$ cat src/sv/cptb_pkg.sv
// Shared types, constants and helpers for the cascaded prescaled timer bank.
package cptb_pkg;

   // Bank geometry
   localparam int BANK_SIZE      = 4;
   localparam int TIMER_COUNT_DEF = 4;
   localparam int COUNT_W        = 16;
   localparam int RESIDUE_W      = 11;
   localparam int CTL_W          = 5;
   localparam int CYCLES_W       = 8;
   localparam int OVF_W          = 8;

   // Excess past the wrap point never exceeds 1277, so it fits in 11 bits
   localparam int EXCESS_W  = 11;
   localparam int DIV_STEPS = EXCESS_W;

   // Stream payload widths, padded to whole bytes
   localparam int REQ_W = 8;
   localparam int RSP_W = 88;

   // Configuration port
   localparam int CSR_IDX_W  = 4;
   localparam int CSR_DATA_W = 16;
   localparam logic [CSR_IDX_W-1:0] CSR_CONTROL0 = 4'd0;
   localparam logic [CSR_IDX_W-1:0] CSR_RELOAD0  = 4'd4;

   // Control register bit positions
   localparam int CTL_START   = 0;
   localparam int CTL_CASCADE = 1;
   localparam int CTL_SEL_LO  = 2;
   localparam int CTL_IRQ_EN  = 4;

   // Prescaler: divide by 1, 64, 256, 1024
   localparam logic [3:0] PRESC_SHIFT [4] = '{4'd0, 4'd6, 4'd8, 4'd10};
   localparam logic [RESIDUE_W-1:0] PRESC_MASK [4] = '{11'h000, 11'h03F, 11'h0FF, 11'h3FF};

   // Controller states
   typedef enum logic [5:0] {
      ST_IDLE = 6'b000001,
      ST_CALC = 6'b000010,
      ST_WRAP = 6'b000100,
      ST_DIV  = 6'b001000,
      ST_FIN  = 6'b010000,
      ST_OUT  = 6'b100000
   } ctrl_state_type;

   // Commands from controller to datapath
   typedef struct packed {
      logic start;      // latch a new item
      logic calc;       // prescale and add for the current timer
      logic wrap;       // resolve overflow, commit or start division
      logic div_step;   // one restoring division step
      logic div_commit; // commit the divided wrap
      logic emit;       // load the result register
   } cmd_type;

   // Status from datapath to controller
   typedef struct packed {
      logic need_div;
      logic div_last;
      logic last_timer;
      logic out_free;
   } sts_type;

   // Clamp an overflow count to the 8-bit result field
   function automatic logic [OVF_W-1:0] sat_count(input logic [11:0] k);
      logic [OVF_W-1:0] res;
      res = (k > 12'd255) ? 8'hFF : k[OVF_W-1:0];
      return res;
   endfunction

endpackage

$ cat src/sv/cptb_ctrl.sv
// Sequencing state machine for the timer bank: walks the timers one by one.
module cptb_ctrl
   import cptb_pkg::*;
(
   input  logic    clock,
   input  logic    reset,
   input  logic    req_tvalid,
   output logic    req_tready,
   input  sts_type sts,
   output cmd_type cmd
);

   ctrl_state_type state_ff, state_in;

   // Take a new item only when idle
   assign req_tready = (state_ff == ST_IDLE);

   // Next state and commands
   always_comb begin
      state_in = state_ff;
      cmd      = '0;
      unique case (state_ff)
         ST_IDLE: begin
            if (req_tvalid) begin
               cmd.start = 1'b1;
               state_in  = ST_CALC;
            end
         end
         ST_CALC: begin
            cmd.calc = 1'b1;
            state_in = ST_WRAP;
         end
         ST_WRAP: begin
            cmd.wrap = 1'b1;
            if (sts.need_div) begin
               state_in = ST_DIV;
            end else if (sts.last_timer) begin
               state_in = ST_OUT;
            end else begin
               state_in = ST_CALC;
            end
         end
         ST_DIV: begin
            cmd.div_step = 1'b1;
            if (sts.div_last) begin
               state_in = ST_FIN;
            end
         end
         ST_FIN: begin
            cmd.div_commit = 1'b1;
            state_in = sts.last_timer ? ST_OUT : ST_CALC;
         end
         ST_OUT: begin
            if (sts.out_free) begin
               cmd.emit = 1'b1;
               state_in = ST_IDLE;
            end
         end
         default: begin
            state_in = ST_IDLE;
         end
      endcase
   end

   always_ff @(posedge clock) begin
      if (reset) begin
         state_ff <= ST_IDLE;
      end else begin
         state_ff <= state_in;
      end
   end

endmodule

$ cat src/sv/cptb_datapath.sv
// Timer state, configuration registers, prescale/wrap arithmetic and result register.
module cptb_datapath
   import cptb_pkg::*;
#(
   parameter int TIMER_COUNT = TIMER_COUNT_DEF
)
(
   input  logic                  clock,
   input  logic                  reset,
   input  logic [REQ_W-1:0]      req_tdata,
   input  logic                  csr_wr_en,
   input  logic [CSR_IDX_W-1:0]  csr_index,
   input  logic [CSR_DATA_W-1:0] csr_wdata,
   output logic                  rsp_tvalid,
   input  logic                  rsp_tready,
   output logic [RSP_W-1:0]      rsp_tdata,
   input  cmd_type               cmd,
   output sts_type               sts
);

   localparam int IdxW = (TIMER_COUNT > 1) ? $clog2(TIMER_COUNT) : 1;
   localparam logic [IdxW-1:0] LastIdx = IdxW'(TIMER_COUNT - 1);

   // Configuration and timer state
   logic [CTL_W-1:0]     ctl_ff     [TIMER_COUNT];
   logic [COUNT_W-1:0]   reload_ff  [TIMER_COUNT];
   logic [COUNT_W-1:0]   counter_ff [TIMER_COUNT];
   logic [RESIDUE_W-1:0] residue_ff [TIMER_COUNT];

   // Per-item working registers
   logic [CYCLES_W-1:0]  cycles_ff;
   logic [IdxW-1:0]      idx_ff;
   logic                 below_ff;
   logic                 active_ff;
   logic [COUNT_W:0]     nv_ff;
   logic [BANK_SIZE-1:0] irq_ff;
   logic [OVF_W-1:0]     ovf_a_ff;
   logic [OVF_W-1:0]     ovf_b_ff;

   // Divider registers
   logic [EXCESS_W-1:0]  rem_ff;
   logic [EXCESS_W-1:0]  dividend_ff;
   logic [EXCESS_W-1:0]  quo_ff;
   logic [3:0]           dcnt_ff;

   // Result register
   logic [RSP_W-1:0]     rsp_tdata_ff;
   logic                 rsp_tvalid_ff;

   // Current timer's fields
   logic [CTL_W-1:0]     ctl;
   logic                 started, cascade, irq_en, active;
   logic [1:0]           sel;
   logic [RESIDUE_W-1:0] ticks, clocks, new_res;
   logic [COUNT_W:0]     nv;
   logic [COUNT_W-1:0]   reload;
   logic [COUNT_W:0]     period;
   logic [EXCESS_W-1:0]  excess;
   logic                 ovf, fits;
   logic [COUNT_W-1:0]   wrap_value, fin_value;
   logic [EXCESS_W:0]    trial;
   logic                 trial_ge;
   logic [EXCESS_W:0]    trial_diff;
   logic [11:0]          fin_k;
   logic                 advance;

   assign ctl     = ctl_ff[idx_ff];
   assign started = ctl[CTL_START];
   assign cascade = ctl[CTL_CASCADE];
   assign sel     = ctl[CTL_SEL_LO+1:CTL_SEL_LO];
   assign irq_en  = ctl[CTL_IRQ_EN];
   assign reload  = reload_ff[idx_ff];

   // Prescale: residue plus new ticks, split into clocks and remainder
   assign active  = started && (!cascade || below_ff);
   assign ticks   = residue_ff[idx_ff]
                    + (cascade ? 11'd1 : {{(RESIDUE_W-CYCLES_W){1'b0}}, cycles_ff});
   assign clocks  = ticks >> PRESC_SHIFT[sel];
   assign new_res = ticks & PRESC_MASK[sel];
   assign nv      = {1'b0, counter_ff[idx_ff]} + {{(COUNT_W+1-RESIDUE_W){1'b0}}, clocks};

   // Wrap: excess past 0x10000 against the reload period
   assign ovf        = active_ff && nv_ff[COUNT_W];
   assign excess     = nv_ff[EXCESS_W-1:0];
   assign period     = 17'h10000 - {1'b0, reload};
   assign fits       = {{(COUNT_W+1-EXCESS_W){1'b0}}, excess} < period;
   assign wrap_value = reload + {{(COUNT_W-EXCESS_W){1'b0}}, excess};
   assign fin_value  = reload + {{(COUNT_W-EXCESS_W){1'b0}}, rem_ff};
   assign fin_k      = {1'b0, quo_ff} + 12'd1;

   // Restoring division step
   assign trial      = {rem_ff, dividend_ff[EXCESS_W-1]};
   assign trial_ge   = {{(COUNT_W-EXCESS_W){1'b0}}, trial} >= period;
   assign trial_diff = trial - period[EXCESS_W:0];

   assign advance = (cmd.wrap && !(ovf && !fits)) || cmd.div_commit;

   // Status to the controller
   assign sts.need_div   = ovf && !fits;
   assign sts.div_last   = (dcnt_ff == 4'(DIV_STEPS - 1));
   assign sts.last_timer = (idx_ff == LastIdx);
   assign sts.out_free   = !rsp_tvalid_ff || rsp_tready;

   // Configuration writes; indexes past the list are dropped
   always_ff @(posedge clock) begin
      if (reset) begin
         for (int n = 0; n < TIMER_COUNT; n++) begin
            ctl_ff[n]    <= '0;
            reload_ff[n] <= '0;
         end
      end else if (csr_wr_en) begin
         for (int n = 0; n < TIMER_COUNT; n++) begin
            if (csr_index == CSR_CONTROL0 + CSR_IDX_W'(n)) begin
               ctl_ff[n] <= csr_wdata[CTL_W-1:0];
            end
            if (csr_index == CSR_RELOAD0 + CSR_IDX_W'(n)) begin
               reload_ff[n] <= csr_wdata[COUNT_W-1:0];
            end
         end
      end
   end

   // Counter and residue updates
   always_ff @(posedge clock) begin
      if (reset) begin
         for (int n = 0; n < TIMER_COUNT; n++) begin
            counter_ff[n] <= '0;
            residue_ff[n] <= '0;
         end
      end else begin
         if (cmd.calc && active) begin
            residue_ff[idx_ff] <= new_res;
         end
         if (cmd.wrap && active_ff) begin
            if (!nv_ff[COUNT_W]) begin
               counter_ff[idx_ff] <= nv_ff[COUNT_W-1:0];
            end else if (fits) begin
               counter_ff[idx_ff] <= wrap_value;
            end
         end
         if (cmd.div_commit) begin
            counter_ff[idx_ff] <= fin_value;
         end
      end
   end

   // Item sequencing, overflow bookkeeping
   always_ff @(posedge clock) begin
      if (reset) begin
         idx_ff    <= '0;
         below_ff  <= 1'b0;
         active_ff <= 1'b0;
         irq_ff    <= '0;
         ovf_a_ff  <= '0;
         ovf_b_ff  <= '0;
      end else begin
         if (cmd.start) begin
            idx_ff   <= '0;
            below_ff <= 1'b0;
            irq_ff   <= '0;
            ovf_a_ff <= '0;
            ovf_b_ff <= '0;
         end
         if (cmd.calc) begin
            active_ff <= active;
         end
         if (cmd.wrap) begin
            below_ff <= ovf;
            if (ovf && irq_en) begin
               irq_ff[idx_ff] <= 1'b1;
            end
            if (ovf && fits && idx_ff == IdxW'(0)) begin
               ovf_a_ff <= 8'd1;
            end
            if (ovf && fits && TIMER_COUNT > 1 && idx_ff == IdxW'(1)) begin
               ovf_b_ff <= 8'd1;
            end
         end
         if (cmd.div_commit) begin
            if (idx_ff == IdxW'(0)) begin
               ovf_a_ff <= sat_count(fin_k);
            end
            if (TIMER_COUNT > 1 && idx_ff == IdxW'(1)) begin
               ovf_b_ff <= sat_count(fin_k);
            end
         end
         if (advance && idx_ff != LastIdx) begin
            idx_ff <= idx_ff + IdxW'(1);
         end
      end
   end

   // Payload-only registers
   always_ff @(posedge clock) begin
      if (cmd.start) begin
         cycles_ff <= req_tdata[CYCLES_W-1:0];
      end
      if (cmd.calc) begin
         nv_ff <= nv;
      end
      if (cmd.wrap) begin
         rem_ff      <= '0;
         dividend_ff <= excess;
         quo_ff      <= '0;
         dcnt_ff     <= '0;
      end
      if (cmd.div_step) begin
         rem_ff      <= trial_ge ? trial_diff[EXCESS_W-1:0] : trial[EXCESS_W-1:0];
         dividend_ff <= {dividend_ff[EXCESS_W-2:0], 1'b0};
         quo_ff      <= {quo_ff[EXCESS_W-2:0], trial_ge};
         dcnt_ff     <= dcnt_ff + 4'd1;
      end
   end

   // Counter fields of the result; timers past the bank read as zero
   logic [COUNT_W-1:0] count_out [BANK_SIZE];
   for (genvar g = 0; g < BANK_SIZE; g++) begin : g_count
      if (g < TIMER_COUNT) begin : g_live
         assign count_out[g] = counter_ff[g];
      end else begin : g_none
         assign count_out[g] = '0;
      end
   end

   // Result register: hold until transfer
   always_ff @(posedge clock) begin
      if (cmd.emit) begin
         rsp_tdata_ff <= {4'b0, count_out[3], count_out[2], count_out[1], count_out[0],
                          ovf_b_ff, ovf_a_ff, irq_ff};
      end
   end

   always_ff @(posedge clock) begin
      if (reset) begin
         rsp_tvalid_ff <= 1'b0;
      end else if (cmd.emit) begin
         rsp_tvalid_ff <= 1'b1;
      end else if (rsp_tready) begin
         rsp_tvalid_ff <= 1'b0;
      end
   end

   assign rsp_tvalid = rsp_tvalid_ff;
   assign rsp_tdata  = rsp_tdata_ff;

endmodule

$ cat src/sv/cascaded_prescaled_timer_bank_top.sv
// Top level of the cascaded prescaled timer bank: controller plus datapath.
//
//  Channel | Direction | Payload (lowest bit first)
//  req_    | in        | tdata: elapsed_cycles[7:0]
//  rsp_    | out       | tdata: irq_flags[3:0], sound_overflows_a[7:0], sound_overflows_b[7:0],
//          |           |        count_timer0..3[15:0] each, 4 zero pad bits
//  csr_    | in        | wr_en, index[3:0], wdata[15:0]; controls 0-3, reloads 4-7
//
// An item steps each timer through a prescale (CALC) and a wrap (WRAP) state, then waits in
// OUT until the output register is free; the next item is accepted only back in IDLE.
// A timer whose wrap period is no longer than its excess also passes through the
// bit-serial divider (DIV, FIN) that counts its overflows.
// Reset zeroes timers, residues, configuration and control state; data registers are not reset.
// A finished result waits in the output register; the next item is taken once it is loaded.
module cascaded_prescaled_timer_bank_top
   import cptb_pkg::*;
#(
   parameter int TIMER_COUNT = TIMER_COUNT_DEF
)
(
   input  logic                  clock,
   input  logic                  reset,
   // elapsed_cycles
   input  logic                  req_tvalid,
   output logic                  req_tready,
   input  logic [REQ_W-1:0]      req_tdata,
   // irq_flags, sound_overflows_a, sound_overflows_b, count_timer0..3, pad
   output logic                  rsp_tvalid,
   input  logic                  rsp_tready,
   output logic [RSP_W-1:0]      rsp_tdata,
   input  logic                  csr_wr_en,
   input  logic [CSR_IDX_W-1:0]  csr_index,
   input  logic [CSR_DATA_W-1:0] csr_wdata
);

   cmd_type cmd;
   sts_type sts;

   cptb_ctrl u_ctrl (
      .clock      (clock),
      .reset      (reset),
      .req_tvalid (req_tvalid),
      .req_tready (req_tready),
      .sts        (sts),
      .cmd        (cmd)
   );

   cptb_datapath #(
      .TIMER_COUNT (TIMER_COUNT)
   ) u_datapath (
      .clock      (clock),
      .reset      (reset),
      .req_tdata  (req_tdata),
      .csr_wr_en  (csr_wr_en),
      .csr_index  (csr_index),
      .csr_wdata  (csr_wdata),
      .rsp_tvalid (rsp_tvalid),
      .rsp_tready (rsp_tready),
      .rsp_tdata  (rsp_tdata),
      .cmd        (cmd),
      .sts        (sts)
   );

`ifndef SYNTH
   // An accepted item closes the input until its result is loaded
   a_busy_after_accept: assert property (@(posedge clock) disable iff (reset)
      (req_tvalid && req_tready) |=> !req_tready)
      else $error("input accepted again while an item is in progress");

   // Loading a result never overwrites one still waiting
   a_emit_free: assert property (@(posedge clock) disable iff (reset)
      cmd.emit |-> (!rsp_tvalid || rsp_tready))
      else $error("result register overwritten before transfer");

   // A loaded result is presented in the next cycle
   a_emit_valid: assert property (@(posedge clock) disable iff (reset)
      cmd.emit |=> rsp_tvalid)
      else $error("loaded result not presented");

   // At most one datapath command per cycle
   a_one_cmd: assert property (@(posedge clock) disable iff (reset)
      $onehot0(cmd))
      else $error("conflicting datapath commands");
`endif

endmodule

$ cat config.mk
export PLATFORM = sky130hd
export DESIGN_NAME = cascaded_prescaled_timer_bank_top
export DESIGN_NICKNAME = d
export VERILOG_FILES = /design/src/sv/cptb_pkg.sv /design/src/sv/cptb_ctrl.sv /design/src/sv/cptb_datapath.sv /design/src/sv/cascaded_prescaled_timer_bank_top.sv
export SDC_FILE = /design/constraint.sdc
export NUM_CORES = 1
export LEC_CHECK = 0
export BUFFER_PORTS_ARGS = -buffer_cell sky130_fd_sc_hd__buf_2
export CORE_AREA = 2 2 248 250
export CTS_BUF_LIST = sky130_fd_sc_hd__clkbuf_16
export CTS_CLUSTER_SIZE = 16
export DETAILED_ROUTE_END_ITERATION = 16
export DIE_AREA = 0 0 250 252
export HOLD_SLACK_MARGIN = 0.03
export PLACE_DENSITY_LB_ADDON = 0.25
export SKIP_CTS_REPAIR_TIMING = 1
export SLEW_MARGIN = 30
export SYNTH_ARGS = -nofsm -noshare
export SYNTH_HDL_FRONTEND = slang
export SYNTH_SLANG_ARGS = --single-unit
$ cat constraint.sdc
create_clock -name clock -period 9.6 [get_ports clock]
set_input_delay 0.96 -clock clock [delete_from_list [all_inputs] [get_ports clock]]
set_output_delay 0.96 -clock clock [all_outputs]
set_load 0.01 [all_outputs]
# == Yosys cells after proc, flatten, opt, wreduce, memory -nomap -nowiden ==
# Memories as Yosys holds them, arrays and structs flattened. A register that Yosys moved wholly into a read port is not among the register bits.
# Index checks and enable logic that the tools add are counted.
# op_classes
n_addsub,9
order_cmp,6
n_eq_ne,20
shifts,1
muxes,125
bitwise,13
reduce_logical,28
# ops
operator,n
2-to-1 mux 16 bit,7
2-to-1 mux 11 bit,9
2-to-1 mux 8 bit,12
2-to-1 mux 1 bit,64
one-hot mux 6 bit (6 select lines),1
adder 16 x 11 -> 16 bit,2
2-to-1 mux 4 bit,8
2-to-1 mux 6 bit,5
2-to-1 mux 2 bit,12
binary-select mux 11 bit (select 2 bit),1
2-to-1 mux 5 bit,4
adder 16 x 11 -> 17 bit,1
greater-or-equal comparator 12 x 17 -> 1 bit,1
less-than comparator 11 x 17 -> 1 bit,1
"subtractor 17 x 16 -> 17 bit, first input constant",1
"equality test 4 x 3 -> 1 bit, second input constant",4
OR reduction 16 bit,1
"adder 11 x 1 -> 12 bit, second input constant",1
"greater-than comparator 12 x 8 -> 1 bit, second input constant",1
logical AND 1 bit,12
adder 11 bit,1
AND 11 bit,1
OR reduction 11 bit,1
right shift 11 x 4 -> 11 bit,1
29 further kinds,50
# word_totals
ff_bits,177
ramBits,192
in_bits,33
output_inout_bits,90
wordCells,222
mem_count,4
# mem_list
memory,depth,width,read_ports,rd_clocked_by_memory_dff,write_ports,line_no,text
u_datapath.counter_ff,4,16,5,5,4,cptb_datapath.sv:27,logic [COUNT_W-1:0] counter_ff [TIMER_COUNT];
u_datapath.reload_ff,4,16,1,1,4,cptb_datapath.sv:26,logic [COUNT_W-1:0] reload_ff [TIMER_COUNT];
u_datapath.residue_ff,4,11,1,1,4,cptb_datapath.sv:28,logic [RESIDUE_W-1:0] residue_ff [TIMER_COUNT];
u_datapath.ctl_ff,4,5,1,1,4,cptb_datapath.sv:25,logic [CTL_W-1:0] ctl_ff [TIMER_COUNT];

# == Longest topological paths before layout ==
# Gate-level depths: netlist of run 1.
# logic_depth
word_depth,11
depth_mapped,30
ltp_nobuf,27

# == Cells and area by module ==
# Synthesis of run 1 repeated with hierarchy kept, for this count alone.
# unflattened
hier_cells,1394
hier_area_um2,18048.6
# by_module_without_submodules
mod,instances,cells_each,area_each_um2,seq_area_each_um2
cptb_datapath,1,1353,17688.2,10560.1
cptb_ctrl,1,41,360.3,120.1

# == Worst setup path after synthesis of run 1 ==
# No wires, ideal clock.
# synth_path
path_type,register -> register
startpoint,reg (tool-made name)
endpoint,"reg u_datapath.nv_ff[16], data pin"
setup_ns,0.256
arrival_ns,7.056
t_required_ns,9.344
path_slack_ns,2.288
stages_incl_launch_ff,28
path_buffers,5
period_less_slack_ns,7.312
cell_sequence,dfxtp_1 buf_6 buf_1 buf_1 clkbuf_1 buf_1 mux4_2 ha_1 inv_1 o21bai_1 a21oi_1 o21bai_1 a21o_1 a21o_1 xor2_1 mux4_2 ha_1 fa_1 a21o_1 a21oi_1 o21bai_1 a21oi_1 o21bai_1 a21oi_1 o21bai_1 a21oi_1 o21bai_1 and4_1
# synth_lines
element,line_no,text
"end signal, assigned",cptb_datapath.sv:199,nv_ff <= nv;
"end, declared",cptb_datapath.sv:35,logic [COUNT_W:0] nv_ff;

==> flow_metrics.py, run 1 <==
metrics = {
    "clocking": {
        "clk_pin_slew_ns": 0.06,
        "clk_latency_ns": 0.55,
        "cts_buffers": 40,
        "clock_tree.root_cell": "sky130_fd_sc_hd__clkbuf_16",
        "clock_sinks": 367,
        "cts_tree": "built",
        "ctsHtreeMaxLevel": 2,
        "cts-root-to-sink-buffers": 3,
    },
    "route": {
        "drt_iter0_drc": 733,
        "drt-vias-per-instance": 4.92,
        "detailedRoute.firstPassIterationCount": 5,
        "via_count": 11400,
        "wl_um": 45200,
        "detail_route.drc_violations": 0,
        "wire_per_inst_um": 19.5,
        "detail-route-antenna-nets": 0,
    },
    "finish": {
        "multi_input_comb_area_um2": 6850,
        "antenna_cells_inserted": 0,
        "finish.net_count": 1605,
        "regArea_um2": 10700,
        "fin_area_um2": 20700,
        "filler_cell_count": 5949,
        "area.growth.synth_to_final_pct": 15.5,
        "drive_gt1_frac": 0.178,
    },
    "timing": {
        "finalHoldViolations": 0,
        "timing_worst_slew_pin_value_ns": 0.974,
        "final_min_period_over_clock_period": 0.675,
        "maxSlewViolCount": 0,
        "setup_tns_ns": 0,
        "timing.hold.ws_ns": 0.434,
        "layout_min_cycle_time_ns": 6.48,
        "maxSlewHeadroom": 0.351,
        "max_freq_mhz": 154,
        "unrepaired_setup_endpoints_after_global_routing": "no",
        "final.setup_skew_ns": 0.0230,
        "setup_viol_count_final": 0,
    },
    "place": {
        "io_buffers": 118,
        "placedInstanceArea_um2": 19400,
        "gp_routability_congestion": 0.836,
        "hpwlAfterDp_um": 32800,
    },
    "global_routing": {
        "grt_use_met1": 0.198,
        "first_global_vias": 11400,
        "grt_max_degree": 85,
        "grt.met3_usage": 0.0238,
        "globalRoute.busiestLayer": "met2",
        "grt_overflow": 0,
        "grt_first_pass_wirelength_um": 69000,
        "groute.layer.met2.usage": 0.230,
        "groute.usage.overall": 0.143,
        "grt_antenna_before_repair": 2,
    },
    "synthesis": {
        "netlist.area_leader.share": 0.557,
        "synth.lib_cells_used.distinct": 74,
        "post_synthesis_sequential_element_count": 367,
        "synth_top_cells_by_area": "sky130_fd_sc_hd__edfxtp_1, sky130_fd_sc_hd__mux4_2, sky130_fd_sc_hd__ha_1",
        "post-synth-top-count-cell": "sky130_fd_sc_hd__edfxtp_1",
        "synth_top_area_cell": "sky130_fd_sc_hd__edfxtp_1",
        "synth_seq_area_share": 0.595,
        "synth_enable_flop_cells": 333,
        "synthesis.yosys.warnings": 0,
        "synthFlopType": "sky130_fd_sc_hd__edfxtp_1",
        "synth_area_per_cell_um2": 13.0,
        "yosys-top-cells-count": "sky130_fd_sc_hd__edfxtp_1, sky130_fd_sc_hd__nor2_1, sky130_fd_sc_hd__and2_1",
        "post_synth_inst_count": 1386,
        "synthArstFlopShare": 0,
        "mappedNetlistArea_um2": 18000,
    },
    "worst_setup_path": {
        "worst_path_arrival_ns": 6.79,
        "timing.setup.critical_path_class": "reg2reg",
        "critPathLaunchType": "register",
        "timing.critical_path.required_ns": 9.90,
        "critical_path_peak_fanout": 26,
        "timing.critical_path.to_type": "register",
    },
    "status": {
        "outcome": "complete, no violations",
    },
    "die": {
        "core.rowCount": 90,
        "fp.dieH_um": 252,
        "dieWidth_um": 250,
        "initial_utilization": 0.299,
        "io_pins": 123,
        "design.core.area_um2": 60100,
        "die_area_um2": 63000,
    },
    "pwr": {
        "pwr_density_cell_nw_per_um2": 171,
        "vdd.ir_drop.worst_mv": 0.137,
        "static-leakage-power_uw": 0.00757,
    },
    "min_path": {
        "min_delay_worst_type": "reg2reg",
    },
    "run": {
        "max_cap_viol_count": 0,
    },
}
==> through the flow <==
step | power, uW | util | instances | setup slack, ns
after detailed placement | 2100 | 0.323 | 2243 | 3.09
after global routing | 3690 | 0.345 | 2317 | 2.48
after floorplan | 2010 | - | 1389 | 2.29
final | 3550 | 0.345 | 2317 | 3.12
after global placement | 2090 | 0.323 | 2243 | 3.18
after CTS | 3600 | 0.345 | 2316 | 3.06
==> cells by family after synthesis <==
logic type / synth area share
other: 0.000209
multiplexers: 0.0660
XOR/XNOR: 0.0373
AO/OA/AOI/OAI: 0.0891
AND/OR/NAND/NOR: 0.132
flip-flops: 0.595
buffers and inverters: 0.0284
adder cells (fa/ha/maj): 0.0517
==> cell usage in the layout, fill, tap and decap left out, types with 23 or more instances in the layout <==
cell type                     n
sky130_fd_sc_hd__ha_1        63
sky130_fd_sc_hd__clkbuf_16   40
sky130_fd_sc_hd__nand3_1     24
sky130_fd_sc_hd__nor2_1     163
sky130_fd_sc_hd__a21oi_1     65
sky130_fd_sc_hd__o21ai_0     31
sky130_fd_sc_hd__nor3_1      23
sky130_fd_sc_hd__dfxtp_1     32
sky130_fd_sc_hd__xnor2_1     49
sky130_fd_sc_hd__buf_2      118
sky130_fd_sc_hd__mux4_2      48
sky130_fd_sc_hd__edfxtp_1   333
sky130_fd_sc_hd__inv_1       67
sky130_fd_sc_hd__nand2_1     51
sky130_fd_sc_hd__and2_1      95
==> where the power goes <==
part / switching (uW) / internal [uW] / total [uW]
sequential: 20.6 / 1780 / 1800
clock: 638 / 849 / 1490
combinational: 163 / 103 / 266
==> final cells by class <==
class | count | share of cell area
clock buffers | 40 | 0.0483
clock inverters | 33 | 0.0134
inverters | 58 | 0.0105
multi-input cells | 901 | 0.330
flip-flops and latches | 367 | 0.515
well taps | 782 | 0.0472
repair buffers | 136 | 0.0353
==> routing by layer <==
| metal | wire length [um] | part of all wire |
|---|---|---|
| met1 | 20600 | 0.46 |
| met2 | 21100 | 0.47 |
| met3 | 2300 | 0.051 |
| met4 | 1130 | 0.025 |
| met5 | 9 | 0.00020 |
==> path summary, 6_finish.rpt <==
kind / startpoint / to / slack (ns) / cells after the start
max: register / u_datapath.nv_ff[16]$_DFFE_PP_ / 3.12 / 26
min reg2reg: u_datapath.ovf_b_ff[3]$_SDFF_PP0_ / u_datapath.rsp_tdata[15]$_DFFE_PP_ / 0.43 / 0
min: u_datapath.ovf_b_ff[3]$_SDFF_PP0_ / u_datapath.rsp_tdata[15]$_DFFE_PP_ / 0.43 / 0
max reg2reg: register / u_datapath.nv_ff[16]$_DFFE_PP_ / 3.12 / 26
==> registers in the layout (all words and copies together), names as in the netlist, 6 cells and up, named ones only <==
signal,cells
u_datapath.dividend_ff,11
u_datapath.counter_ff,64
u_datapath.rsp_tdata,20
u_datapath.ctl_ff,20
rsp_tdata,64
u_datapath.ovf_b_ff,8
u_datapath.rem_ff,11
u_datapath.nv_ff,17
u_datapath.cycles_ff,8
u_datapath.residue_ff,40
u_datapath.ovf_a_ff,8
u_ctrl.state_ff,6
u_datapath.reload_ff,64
u_datapath.quo_ff,11
==> worst max-delay path, stage by stage (launching register included) <==
cell and delay [ns]:
sky130_fd_sc_hd__dfxtp_4 0.64, sky130_fd_sc_hd__buf_4 0.56, sky130_fd_sc_hd__mux4_2 0.57, sky130_fd_sc_hd__ha_1 0.21, sky130_fd_sc_hd__inv_1 0.07, sky130_fd_sc_hd__fa_1 0.19, sky130_fd_sc_hd__inv_1 0.05, sky130_fd_sc_hd__a21oi_1 0.15
sky130_fd_sc_hd__o21bai_1 0.11, sky130_fd_sc_hd__a21oi_1 0.19, sky130_fd_sc_hd__o21bai_1 0.11, sky130_fd_sc_hd__a21o_1 0.19, sky130_fd_sc_hd__a21o_1 0.20, sky130_fd_sc_hd__xor2_1 0.20, sky130_fd_sc_hd__mux4_2 0.47, sky130_fd_sc_hd__ha_1 0.24
sky130_fd_sc_hd__fa_1 0.41, sky130_fd_sc_hd__a21o_1 0.20, sky130_fd_sc_hd__a21oi_1 0.23, sky130_fd_sc_hd__o21bai_1 0.09, sky130_fd_sc_hd__a21oi_1 0.23, sky130_fd_sc_hd__o21bai_1 0.09, sky130_fd_sc_hd__a21oi_1 0.23, sky130_fd_sc_hd__o21bai_1 0.09
sky130_fd_sc_hd__a21oi_1 0.24, sky130_fd_sc_hd__o21bai_1 0.14, sky130_fd_sc_hd__and4_1 0.17
No activity file was read; power rests on OpenSTA's default activity.
==> inputs of run 2 (changes only) <==
clock period = 6.4 ns   (was 9.6 ns; I/O delays follow)
==> flow_metrics.py, run 2 (synthesis results as in run 1) <==
metrics = {
    "timing": {
        "final_min_period_over_clock_period": 0.938,
        "unrepaired_setup_endpoints_after_global_routing": "no",
        "setup_tns_ns": 0,
        "layout_min_cycle_time_ns": 6.01,
        "finalHoldViolations": 0,
        "final.setup_skew_ns": 0.0170,
        "setup_viol_count_final": 0,
        "timing_worst_slew_pin_value_ns": 0.939,
        "max_freq_mhz": 167,
        "timing.hold.ws_ns": 0.266,
        "maxSlewViolCount": 0,
        "maxSlewHeadroom": 0.367,
        "fin_ws_ns": 0.394,
    },
    "clocking": {
        "cts_tree": "built",
        "clk_latency_ns": 0.56,
        "cts_buffers": 40,
        "ctsHtreeMaxLevel": 2,
        "cts-root-to-sink-buffers": 3,
        "clk_pin_slew_ns": 0.06,
        "clock_tree.root_cell": "sky130_fd_sc_hd__clkbuf_16",
        "clock_sinks": 367,
    },
    "place": {
        "detailedPlace.worstSlack_ns": 0.334,
        "hpwlAfterDp_um": 32200,
        "placedInstanceArea_um2": 19500,
        "gp_routability_congestion": 0.893,
        "dp_cells": 2251,
        "io_buffers": 118,
    },
    "finish": {
        "drive_gt1_frac": 0.175,
        "fin_area_um2": 20700,
        "most_common_cell_after_layout_fill_and_taps_aside": "sky130_fd_sc_hd__edfxtp_1",
        "finish.net_count": 1612,
        "stdcell_count": 2323,
        "layout.cells.most_common_list": "sky130_fd_sc_hd__edfxtp_1, sky130_fd_sc_hd__nor2_1, sky130_fd_sc_hd__buf_2",
        "antenna_cells_inserted": 0,
        "area.growth.synth_to_final_pct": 15.4,
    },
    "die": {
        "design.core.area_um2": 60100,
        "dieWidth_um": 250,
        "io_pins": 123,
        "fp.dieH_um": 252,
        "core.rowCount": 90,
        "die_area_um2": 63000,
        "initial_utilization": 0.299,
    },
    "route": {
        "drt-vias-per-instance": 4.92,
        "detail-route-antenna-nets": 0,
        "via_count": 11400,
        "wire_per_inst_um": 19.2,
        "detail_route.drc_violations": 0,
        "drt_iter0_drc": 868,
        "wl_um": 44600,
        "detailedRoute.firstPassIterationCount": 5,
    },
    "global_routing": {
        "first_global_vias": 11400,
        "grt_antenna_before_repair": 2,
        "grt_max_degree": 69,
        "grt_overflow": 0,
        "groute.usage.overall": 0.143,
        "grt_use_met1": 0.203,
        "grt_first_pass_wirelength_um": 69500,
        "globalRoute.busiestLayer": "met2",
        "grt.met3_usage": 0.0220,
        "groute.layer.met2.usage": 0.229,
    },
    "worst_setup_path": {
        "reg2reg_slack_ns": 0.39,
        "timing.setup.critical_path_class": "reg2reg",
        "critPathLaunchType": "register",
        "timing.critical_path.required_ns": 6.59,
        "timing.critical_path.to_type": "register",
        "critical_path_peak_fanout": 46,
        "worst_path_arrival_ns": 6.19,
    },
    "min_path": {
        "min_delay_worst_type": "in2reg",
    },
    "run": {
        "max_cap_viol_count": 0,
    },
    "status": {
        "outcome": "complete, no violations",
    },
    "pwr": {
        "vdd.ir_drop.worst_mv": 0.142,
        "pwr_density_cell_nw_per_um2": 252,
        "static-leakage-power_uw": 0.00760,
    },
}
## run 2: changes by cell type in the layout (fill, tap and decap cells not counted), sizes merged
cell      change
inv           +6
bufinv        -2
clkinvlp      -3
buf           +7
clkinv        -2
## run 2: critical path, cell delays in order (launching register included)
cell and delay, ns:
sky130_fd_sc_hd__dfxtp_4 0.37, sky130_fd_sc_hd__buf_16 0.33, sky130_fd_sc_hd__mux4_2 0.69, sky130_fd_sc_hd__inv_1 0.10, sky130_fd_sc_hd__ha_1 0.18, sky130_fd_sc_hd__inv_1 0.09, sky130_fd_sc_hd__or4_1 0.69, sky130_fd_sc_hd__nand2_1 0.16
sky130_fd_sc_hd__ha_1 0.25, sky130_fd_sc_hd__nand2_1 0.07, sky130_fd_sc_hd__a21oi_1 0.04, sky130_fd_sc_hd__a311o_1 0.33, sky130_fd_sc_hd__a221o_1 0.30, sky130_fd_sc_hd__a211o_1 0.33, sky130_fd_sc_hd__a31o_1 0.24, sky130_fd_sc_hd__and2_4 0.16
sky130_fd_sc_hd__a311oi_4 0.49, sky130_fd_sc_hd__nand3_4 0.24, sky130_fd_sc_hd__nand2_1 0.56
## run 2: final cells by class
| cell class | count | area [um2] |
|---|---|---|
| Fill cell | 6007 | 39400 |
| Tap cell | 782 | 978 |
| Clock inverter | 32 | 204 |
| Timing Repair Buffer | 143 | 811 |
| Clock buffer | 40 | 1000 |
| Inverter | 58 | 218 |
| Multi-Input combinational cell | 901 | 6820 |
| Sequential cell | 367 | 10700 |
## run 2: path summary, 6_finish.rpt
check / endpoint / start / cells past startpoint
worst max-delay path: u_datapath.counter_ff[0][6]$_SDFFCE_PN0P_ / register / 18
worst min-delay path: u_datapath.cycles_ff[6]$_DFFE_PP_ / req_tdata[6] / 1
worst max register to register: u_datapath.counter_ff[0][6]$_SDFFCE_PN0P_ / register / 18
worst min register to register: u_datapath.rsp_tdata[7]$_DFFE_PP_ / u_datapath.ovf_a_ff[3]$_SDFF_PP0_ / 0
## run 2: stage by stage
step	total power, uW	utilization
after global routing	5430	0.345
final	5230	0.345
after global placement	3150	0.324
after CTS	5280	0.344
after floorplan	3020	-
after detailed placement	3150	0.324
## run 2: power breakdown
part	switching [uW]	leakage (uW)	internal (uW)
sequential	30.7	0.00348	2670
clock	938	0.000639	1190
combinational	245	0.00348	156
## run 2: per-layer routing
| metal | wire length, um | share of wire | up-vias |
|---|---|---|---|
| met1 | 21300 | 0.48 | 5675 |
| met2 | 20600 | 0.46 | 286 |
| met3 | 2030 | 0.045 | 57 |
| met4 | 717 | 0.016 | 2 |
| met5 | 7 | 0.00016 | - |
| li1 | - | - | 5410 |
